[config.mk]
export PLATFORM = sky130hd
export DESIGN_NAME = jpeg_frame_size_scanner
export DESIGN_NICKNAME = d
export VERILOG_FILES = /design/src/rtl/jfss_pkg.sv /design/src/rtl/jfss_scan.sv /design/src/rtl/jpeg_frame_size_scanner.sv
export SDC_FILE = /design/constraint.sdc
export NUM_CORES = 1
export LEC_CHECK = 0
export BUFFER_PORTS_ARGS = -buffer_cell sky130_fd_sc_hd__buf_2
export CORE_MARGIN = 2
export CORE_UTILIZATION = 30
export CTS_CLUSTER_DIAMETER = 50
export DETAILED_ROUTE_END_ITERATION = 8
export PLACE_DENSITY_LB_ADDON = 0.25
export SYNTH_ARGS = -nofsm -noshare
export SYNTH_HDL_FRONTEND = slang
export SYNTH_HIERARCHICAL = 1
export SYNTH_SLANG_ARGS = --single-unit
export TNS_END_PERCENT = 20
[constraint.sdc]
create_clock -name clk -period 5.2 [get_ports clk]
set_input_delay 0.26 -clock clk [delete_from_list [all_inputs] [get_ports clk]]
set_output_delay 0.26 -clock clk [all_outputs]
set_load 0.05 [all_outputs]
[src/rtl/jfss_pkg.sv]
// Shared types and constants for the JPEG frame size scanner.
`default_nettype none
package jfss_pkg;

    localparam logic [15:0] SCAN_LIMIT_RESET = 16'd4096;

    localparam logic [7:0] MARKER_PREFIX = 8'hFF;
    localparam logic [7:0] SOF0_CODE     = 8'hC0;
    localparam logic [7:0] SOF2_CODE     = 8'hC2;
    localparam logic [7:0] RST0_CODE     = 8'hD0;
    localparam logic [7:0] EOI_CODE      = 8'hD9;
    localparam logic [7:0] STUFF_CODE    = 8'h00;

    localparam logic [2:0] HDR_HEIGHT_HI = 3'd3;
    localparam logic [2:0] HDR_HEIGHT_LO = 3'd4;
    localparam logic [2:0] HDR_WIDTH_HI  = 3'd5;
    localparam logic [2:0] HDR_WIDTH_LO  = 3'd6;

    localparam logic SCAN_LIMIT_ADDR = 1'b0;

    typedef struct packed {
        logic [7:0] data_byte;
        logic       image_start;
    } byte_item_t;

    typedef struct packed {
        logic        found;
        logic [15:0] image_width;
        logic [15:0] image_height;
    } result_item_t;

endpackage
`default_nettype wire

[src/rtl/jfss_scan.sv]
// Marker parser state and per-byte next-state logic.
`default_nettype none
module jfss_scan (
    input  wire logic                  clk,
    input  wire logic                  rst_n,
    input  wire logic                  step,
    input  wire jfss_pkg::byte_item_t  item,
    input  wire logic [15:0]           scan_limit,
    output logic                       emit,
    output jfss_pkg::result_item_t     result
);

    typedef enum logic [2:0] {
        PH_SCANNING,
        PH_MARKER,
        PH_LEN_HI,
        PH_LEN_LO,
        PH_SKIPPING,
        PH_HEADER,
        PH_DONE
    } phase_t;

    phase_t      phase_reg, phase_next;
    logic [15:0] pos_reg, pos_next;
    logic [15:0] skip_reg, skip_next;
    logic [7:0]  len_hi_reg, len_hi_next;
    logic [2:0]  hdr_reg, hdr_next;
    logic [15:0] height_reg, height_next;
    logic [7:0]  width_hi_reg, width_hi_next;

    phase_t      ph;
    logic [15:0] pos;
    logic [15:0] len;
    logic [7:0]  b;
    logic        at_limit;
    logic        room_for_len;
    logic        no_segment;
    logic        is_sof;

    always_comb
    begin
        b            = item.data_byte;
        ph           = item.image_start ? PH_SCANNING : phase_reg;
        pos          = item.image_start ? 16'd0 : pos_reg;
        skip_next    = item.image_start ? 16'd0 : skip_reg;
        len_hi_next  = item.image_start ? 8'd0 : len_hi_reg;
        hdr_next     = item.image_start ? 3'd0 : hdr_reg;
        height_next  = item.image_start ? 16'd0 : height_reg;
        width_hi_next = item.image_start ? 8'd0 : width_hi_reg;
        phase_next   = ph;
        pos_next     = pos;
        len          = {len_hi_next, b};
        at_limit     = pos >= scan_limit;
        room_for_len = ({1'b0, pos} + 17'd2) < {1'b0, scan_limit};
        is_sof       = b >= jfss_pkg::SOF0_CODE && b <= jfss_pkg::SOF2_CODE;
        no_segment   = (b >= jfss_pkg::RST0_CODE && b <= jfss_pkg::EOI_CODE)
                       || b == jfss_pkg::STUFF_CODE || b == jfss_pkg::MARKER_PREFIX;
        emit         = 1'b0;
        result       = '0;

        case (ph)
            PH_SCANNING:
            begin
                if (at_limit)
                begin
                    emit       = 1'b1;
                    phase_next = PH_DONE;
                end
                else
                begin
                    phase_next = (b == jfss_pkg::MARKER_PREFIX) ? PH_MARKER : PH_SCANNING;
                end
            end
            PH_MARKER:
            begin
                if (is_sof)
                begin
                    phase_next = PH_HEADER;
                    hdr_next   = 3'd0;
                end
                else if (!no_segment && room_for_len)
                begin
                    phase_next = PH_LEN_HI;
                end
                else if (at_limit)
                begin
                    emit       = 1'b1;
                    phase_next = PH_DONE;
                end
                else
                begin
                    phase_next = (b == jfss_pkg::MARKER_PREFIX) ? PH_MARKER : PH_SCANNING;
                end
            end
            PH_LEN_HI:
            begin
                len_hi_next = b;
                phase_next  = PH_LEN_LO;
            end
            PH_LEN_LO:
            begin
                if (len <= 16'd2)
                begin
                    phase_next = PH_SCANNING;
                end
                else
                begin
                    skip_next  = len - 16'd2;
                    phase_next = PH_SKIPPING;
                end
            end
            PH_SKIPPING:
            begin
                if (at_limit)
                begin
                    emit       = 1'b1;
                    phase_next = PH_DONE;
                end
                else
                begin
                    if (skip_next != 16'd0)
                    begin
                        skip_next = skip_next - 16'd1;
                    end
                    if (skip_next == 16'd0)
                    begin
                        phase_next = PH_SCANNING;
                    end
                end
            end
            PH_HEADER:
            begin
                case (hdr_next)
                    jfss_pkg::HDR_HEIGHT_HI: height_next[15:8] = b;
                    jfss_pkg::HDR_HEIGHT_LO: height_next[7:0]  = b;
                    jfss_pkg::HDR_WIDTH_HI:  width_hi_next     = b;
                    default: ;
                endcase
                if (hdr_next >= jfss_pkg::HDR_WIDTH_LO)
                begin
                    emit                = 1'b1;
                    result.found        = 1'b1;
                    result.image_width  = {width_hi_next, b};
                    result.image_height = height_next;
                    phase_next          = PH_DONE;
                end
                else
                begin
                    hdr_next = hdr_next + 3'd1;
                end
            end
            default: ;
        endcase

        if (ph != PH_DONE && pos != 16'hFFFF)
        begin
            pos_next = pos + 16'd1;
        end
    end

    always_ff @(posedge clk or negedge rst_n)
    begin
        if (!rst_n)
        begin
            phase_reg    <= PH_SCANNING;
            pos_reg      <= '0;
            skip_reg     <= '0;
            len_hi_reg   <= '0;
            hdr_reg      <= '0;
            height_reg   <= '0;
            width_hi_reg <= '0;
        end
        else if (step)
        begin
            phase_reg    <= phase_next;
            pos_reg      <= pos_next;
            skip_reg     <= skip_next;
            len_hi_reg   <= len_hi_next;
            hdr_reg      <= hdr_next;
            height_reg   <= height_next;
            width_hi_reg <= width_hi_next;
        end
    end

endmodule
`default_nettype wire

[src/rtl/jpeg_frame_size_scanner.sv]
// Top level: byte input register, scanner, result register and APB register.
//
// Scans a JPEG byte stream for the first SOF0/SOF1/SOF2 marker and reports
// the frame width and height, or not-found once scan_limit is reached.
// byte channel: one stream byte per transaction, image_start set on the
// first byte of each image. result channel: at most one transaction per
// image (found, image_width, image_height).
// One byte is taken every cycle unless the receiver stalls with a result
// held. A byte passes the input register and then the scanner's state
// update; its result is registered in the result register as the byte
// leaves the input register.
// When the receiver stalls with a result held, the input register keeps its
// byte and byte_ready drops once that register is full; nothing is lost.
// Bytes after a result are consumed without effect until image_start.
// Reset clears the parser state, empties both registers and sets
// scan_limit (APB offset 0x0) to 4096.
`default_nettype none
module jpeg_frame_size_scanner (
    input  wire logic                    clk,
    input  wire logic                    rst_n,
    input  wire logic                    byte_valid,
    output logic                         byte_ready,
    input  wire jfss_pkg::byte_item_t    byte_data,
    output logic                         result_valid,
    input  wire logic                    result_ready,
    output jfss_pkg::result_item_t       result_data,
    input  wire logic                    psel,
    input  wire logic                    penable,
    input  wire logic                    pwrite,
    input  wire logic [2:0]              paddr,
    input  wire logic [31:0]             pwdata,
    output logic [31:0]                  prdata,
    output logic                         pready
);

    logic                   limit_wr;
    logic [15:0]            scan_limit_reg;
    logic                   stage_valid_reg;
    jfss_pkg::byte_item_t   stage_item_reg;
    logic                   stage_adv;
    logic                   emit;
    jfss_pkg::result_item_t result;
    logic                   result_valid_reg;
    jfss_pkg::result_item_t result_reg;

    assign pready   = 1'b1;
    assign limit_wr = psel && penable && pwrite && (paddr[2] == jfss_pkg::SCAN_LIMIT_ADDR);
    assign prdata   = (paddr[2] == jfss_pkg::SCAN_LIMIT_ADDR) ? {16'd0, scan_limit_reg} : 32'd0;

    always_ff @(posedge clk or negedge rst_n)
    begin
        if (!rst_n)
        begin
            scan_limit_reg <= jfss_pkg::SCAN_LIMIT_RESET;
        end
        else if (limit_wr)
        begin
            scan_limit_reg <= pwdata[15:0];
        end
    end

    assign stage_adv  = stage_valid_reg && (!result_valid_reg || result_ready);
    assign byte_ready = !stage_valid_reg || stage_adv;

    always_ff @(posedge clk or negedge rst_n)
    begin
        if (!rst_n)
        begin
            stage_valid_reg <= 1'b0;
        end
        else if (byte_ready)
        begin
            stage_valid_reg <= byte_valid;
        end
    end

    always_ff @(posedge clk)
    begin
        if (byte_ready && byte_valid)
        begin
            stage_item_reg <= byte_data;
        end
    end

    jfss_scan u_scan (
        .clk        (clk),
        .rst_n      (rst_n),
        .step       (stage_adv),
        .item       (stage_item_reg),
        .scan_limit (scan_limit_reg),
        .emit       (emit),
        .result     (result)
    );

    always_ff @(posedge clk or negedge rst_n)
    begin
        if (!rst_n)
        begin
            result_valid_reg <= 1'b0;
        end
        else if (stage_adv)
        begin
            result_valid_reg <= emit;
        end
        else if (result_ready)
        begin
            result_valid_reg <= 1'b0;
        end
    end

    always_ff @(posedge clk)
    begin
        if (stage_adv && emit)
        begin
            result_reg <= result;
        end
    end

    assign result_valid = result_valid_reg;
    assign result_data  = result_reg;

endmodule
`default_nettype wire

==> results.yml <==
yosys:
  synthFlopType: "dfrtp_1"
  ys_ff_latch: 130
  yosysSeqAreaShare_pct: 41.2
  async_flop_share_pct: 67.7
  netlist_top_cells_count: "dfrtp_1, nor2_1, nand2_1"
  synth_edf_count: 42
  synth_top_area_cell: "dfrtp_1"
  syn-instance-count: 882
  yosys_warnings: 6
  synth_most_common_cell: "dfrtp_1"
  yosys.area.top_type_share_pct: 25.9
  synthTopCellsByArea: "dfrtp_1, edfxtp_1, ha_1"
  ys_types: 86
  syn_avg_cell_area_sq_um: 9.52
  synthesis.area_sq_mm: 0.00840
floorplan:
  coreArea_sq_mm: 0.0277
  fp.dieW_um: 171
  start_util_pct: 30.3
  die_area_sq_mm: 0.0294
  rows: 61
  die_y_um: 171
  io_pins: 119
sta:
  slew_viol_final: 0
  rsz0062_at_grt: "false"
  finalCriticalPeriod_ns: 4.62
  slew_headroom_pct: 21.3
  tightest_slew_ns: 1.18
  fin_worst_skew_ns: 0.00737
  fin_ws_ns: 0.579
  min_period_over_period_pct: 88.9
  setup_viol: 0
  setup_tns_ns: 0
  hold_violations: 0
  clock.fmax_mhz: 216
cts:
  clk_pin_slew_ns: 0.06
  clk_latency_ns: 0.42
  cts_buffers: 17
  cts.path.max_buffers: 2
  clock-sinks: 130
  cts_tree: "built"
  cts_max_level: 4
  clock-root-buffer: "clkbuf_16"
  postCtsResizedCells: 0
setup_path:
  cp_data_arrival_time_ns: 4.69
  crit_path_start_kind: "flip-flop"
  crit_type: "flip-flop to flip-flop"
  reg2reg_slack_ns: 0.58
  worstPathMaxFanout: 33
  cp.required_ns: 5.27
  endpoint_kind: "flip-flop"
finish:
  finalCoreUtilization_pct: 34.8
  final_nets: 1039
  fill_cells: 2860
  area_growth_pct: 14.7
  largest_reg_flops: 33
  seqCellArea_sq_mm: 0.00346
  drive_gt1_share_pct: 17.8
  multi_input_area_sq_mm: 0.00445
  diodes: 0
grt:
  grt_pass1_vias: 6724
  antenna_found_initial: 0
  grtUsageTotal_pct: 16.1
  grt_max_degree: 48
  grt_pass1_wl_um: 36800
  grt_overflow_total: 0
detailed_routing:
  dr_wl_met3_um: 750
  totalWireLength_um: 22800
  firstDrtPassIters: 6
  drc_errors: 0
  highest_layer: "met4"
  met2_length_um: 10700
  post_drt_wl_per_cell_um: 17.0
  via_count: 6906
  drt-vias-per-instance: 5.16
  drt_iter0_drc: 491
  antenna_left: 0
  wl_met1_um: 10900
pwr:
  p_leak_uw: 0.00415
  max-vdd-ir-drop_v: 0.000171
  powerDensity_mw_per_mm2: 387
flow_run:
  max-cap-violations: 0
placed_design:
  port_buffers: 83
  dp_hpwl_um: 15900
  gp_congestion: 0.825
  detailedPlace.worstSlack_ns: 0.605
min_path:
  hp-class: "primary input to flip-flop"
run_status:
  status: "finished clean"
[per-stage QoR]
| step | std cells | hold slack [ns] | cell area (sq um) | power [uW] |
|---|---|---|---|---|
| floorplan | 897 | -0.0356 | 8460 | 2260 |
| global placement | 1303 | 0.341 | 9010 | 2510 |
| detailed placement | 1303 | 0.348 | 9010 | 2520 |
| CTS | 1339 | 0.00346 | 9640 | 3750 |
| global route | 1339 | 0.00626 | 9640 | 3950 |
| finish | 1339 | 0.0217 | 9640 | 3730 |
[what timing repair did]
action,in CTS,in global routing
buffers inserted,0,0
hold endpoints to repair,48,0
hold buffers,4,0
[worst max-delay path, stage by stage, from the launching register on]
cell,delay [ns]
edfxtp_1,0.65
and2b_1,0.38
and4_1,0.32
nand3_1,0.17
nor2_1,0.27
nand2_1,0.11
xnor2_1,0.15
ha_1,0.30
nand2_1,0.06
o21ai_0,0.24
o2111ai_1,0.16
a21oi_1,0.30
nor2_1,0.12
o21a_1,0.18
o21ai_0,0.21
nand2_1,0.12
nor2b_2,0.11
buf_4,0.39
[cell type report]
class	count	share of cell area [%]
clock buffer	18	4.56
timing repair buffer	96	5.45
inverter	37	1.44
sequential	130	35.9
multi-input combinational	666	46.2
tap	378	4.91
clock inverter	14	1.49
[cell families after synthesis]
logic type / Yosys count / synth area share [%]
compound gates: 210 / 17.3
xor+xnor: 34 / 3.54
fa+ha+maj: 40 / 5.96
buf+inv: 101 / 6.45
flops: 130 / 41.2
mux: 23 / 3.46
other cells: 2 / 0.0894
simple gates: 342 / 22.0
[layout by cell type (no fill, tap or decap), types with 33 or more instances in the layout]
cell / n
nand2_1: 76
o21ai_0: 33
nor2_1: 84
inv_1: 35
buf_2: 82
ha_1: 40
a22o_1: 33
edfxtp_1: 42
a21oi_1: 55
dfrtp_1: 87
[power by group]
part           total [uW]  switching, uW  leakage, uW  internal [uW]
clock network        1210            520     0.000279            686
logic                1210            706      0.00234            505
registers            1310            165      0.00154           1140
total                3730           1390      0.00415           2340
[path summary, 6_finish.rpt]
kind,from,endpoint,depth (start not counted)
worst max-delay path,stage_item_reg[0],result_data[31],17
worst min-delay path,byte_data[0],stage_item_reg[0],1
worst max register to register,stage_item_reg[0],result_data[31],17
worst min register to register,u_scan/height_reg[15],u_scan/height_reg[15],1
max in group asynchronous,rst_n,u_scan/len_hi_reg[3],3
min in group asynchronous,rst_n,scan_limit_reg[2],2
[metal layers]
layer / track usage, % / vias up
met1: 22.8 / 3427
met4: 5.34 / 0
li1: - / 3311
met3: 2.42 / 24
met5: 0 / -
met2: 25.0 / 144
Note: power is estimated with default switching activity, not from simulation.
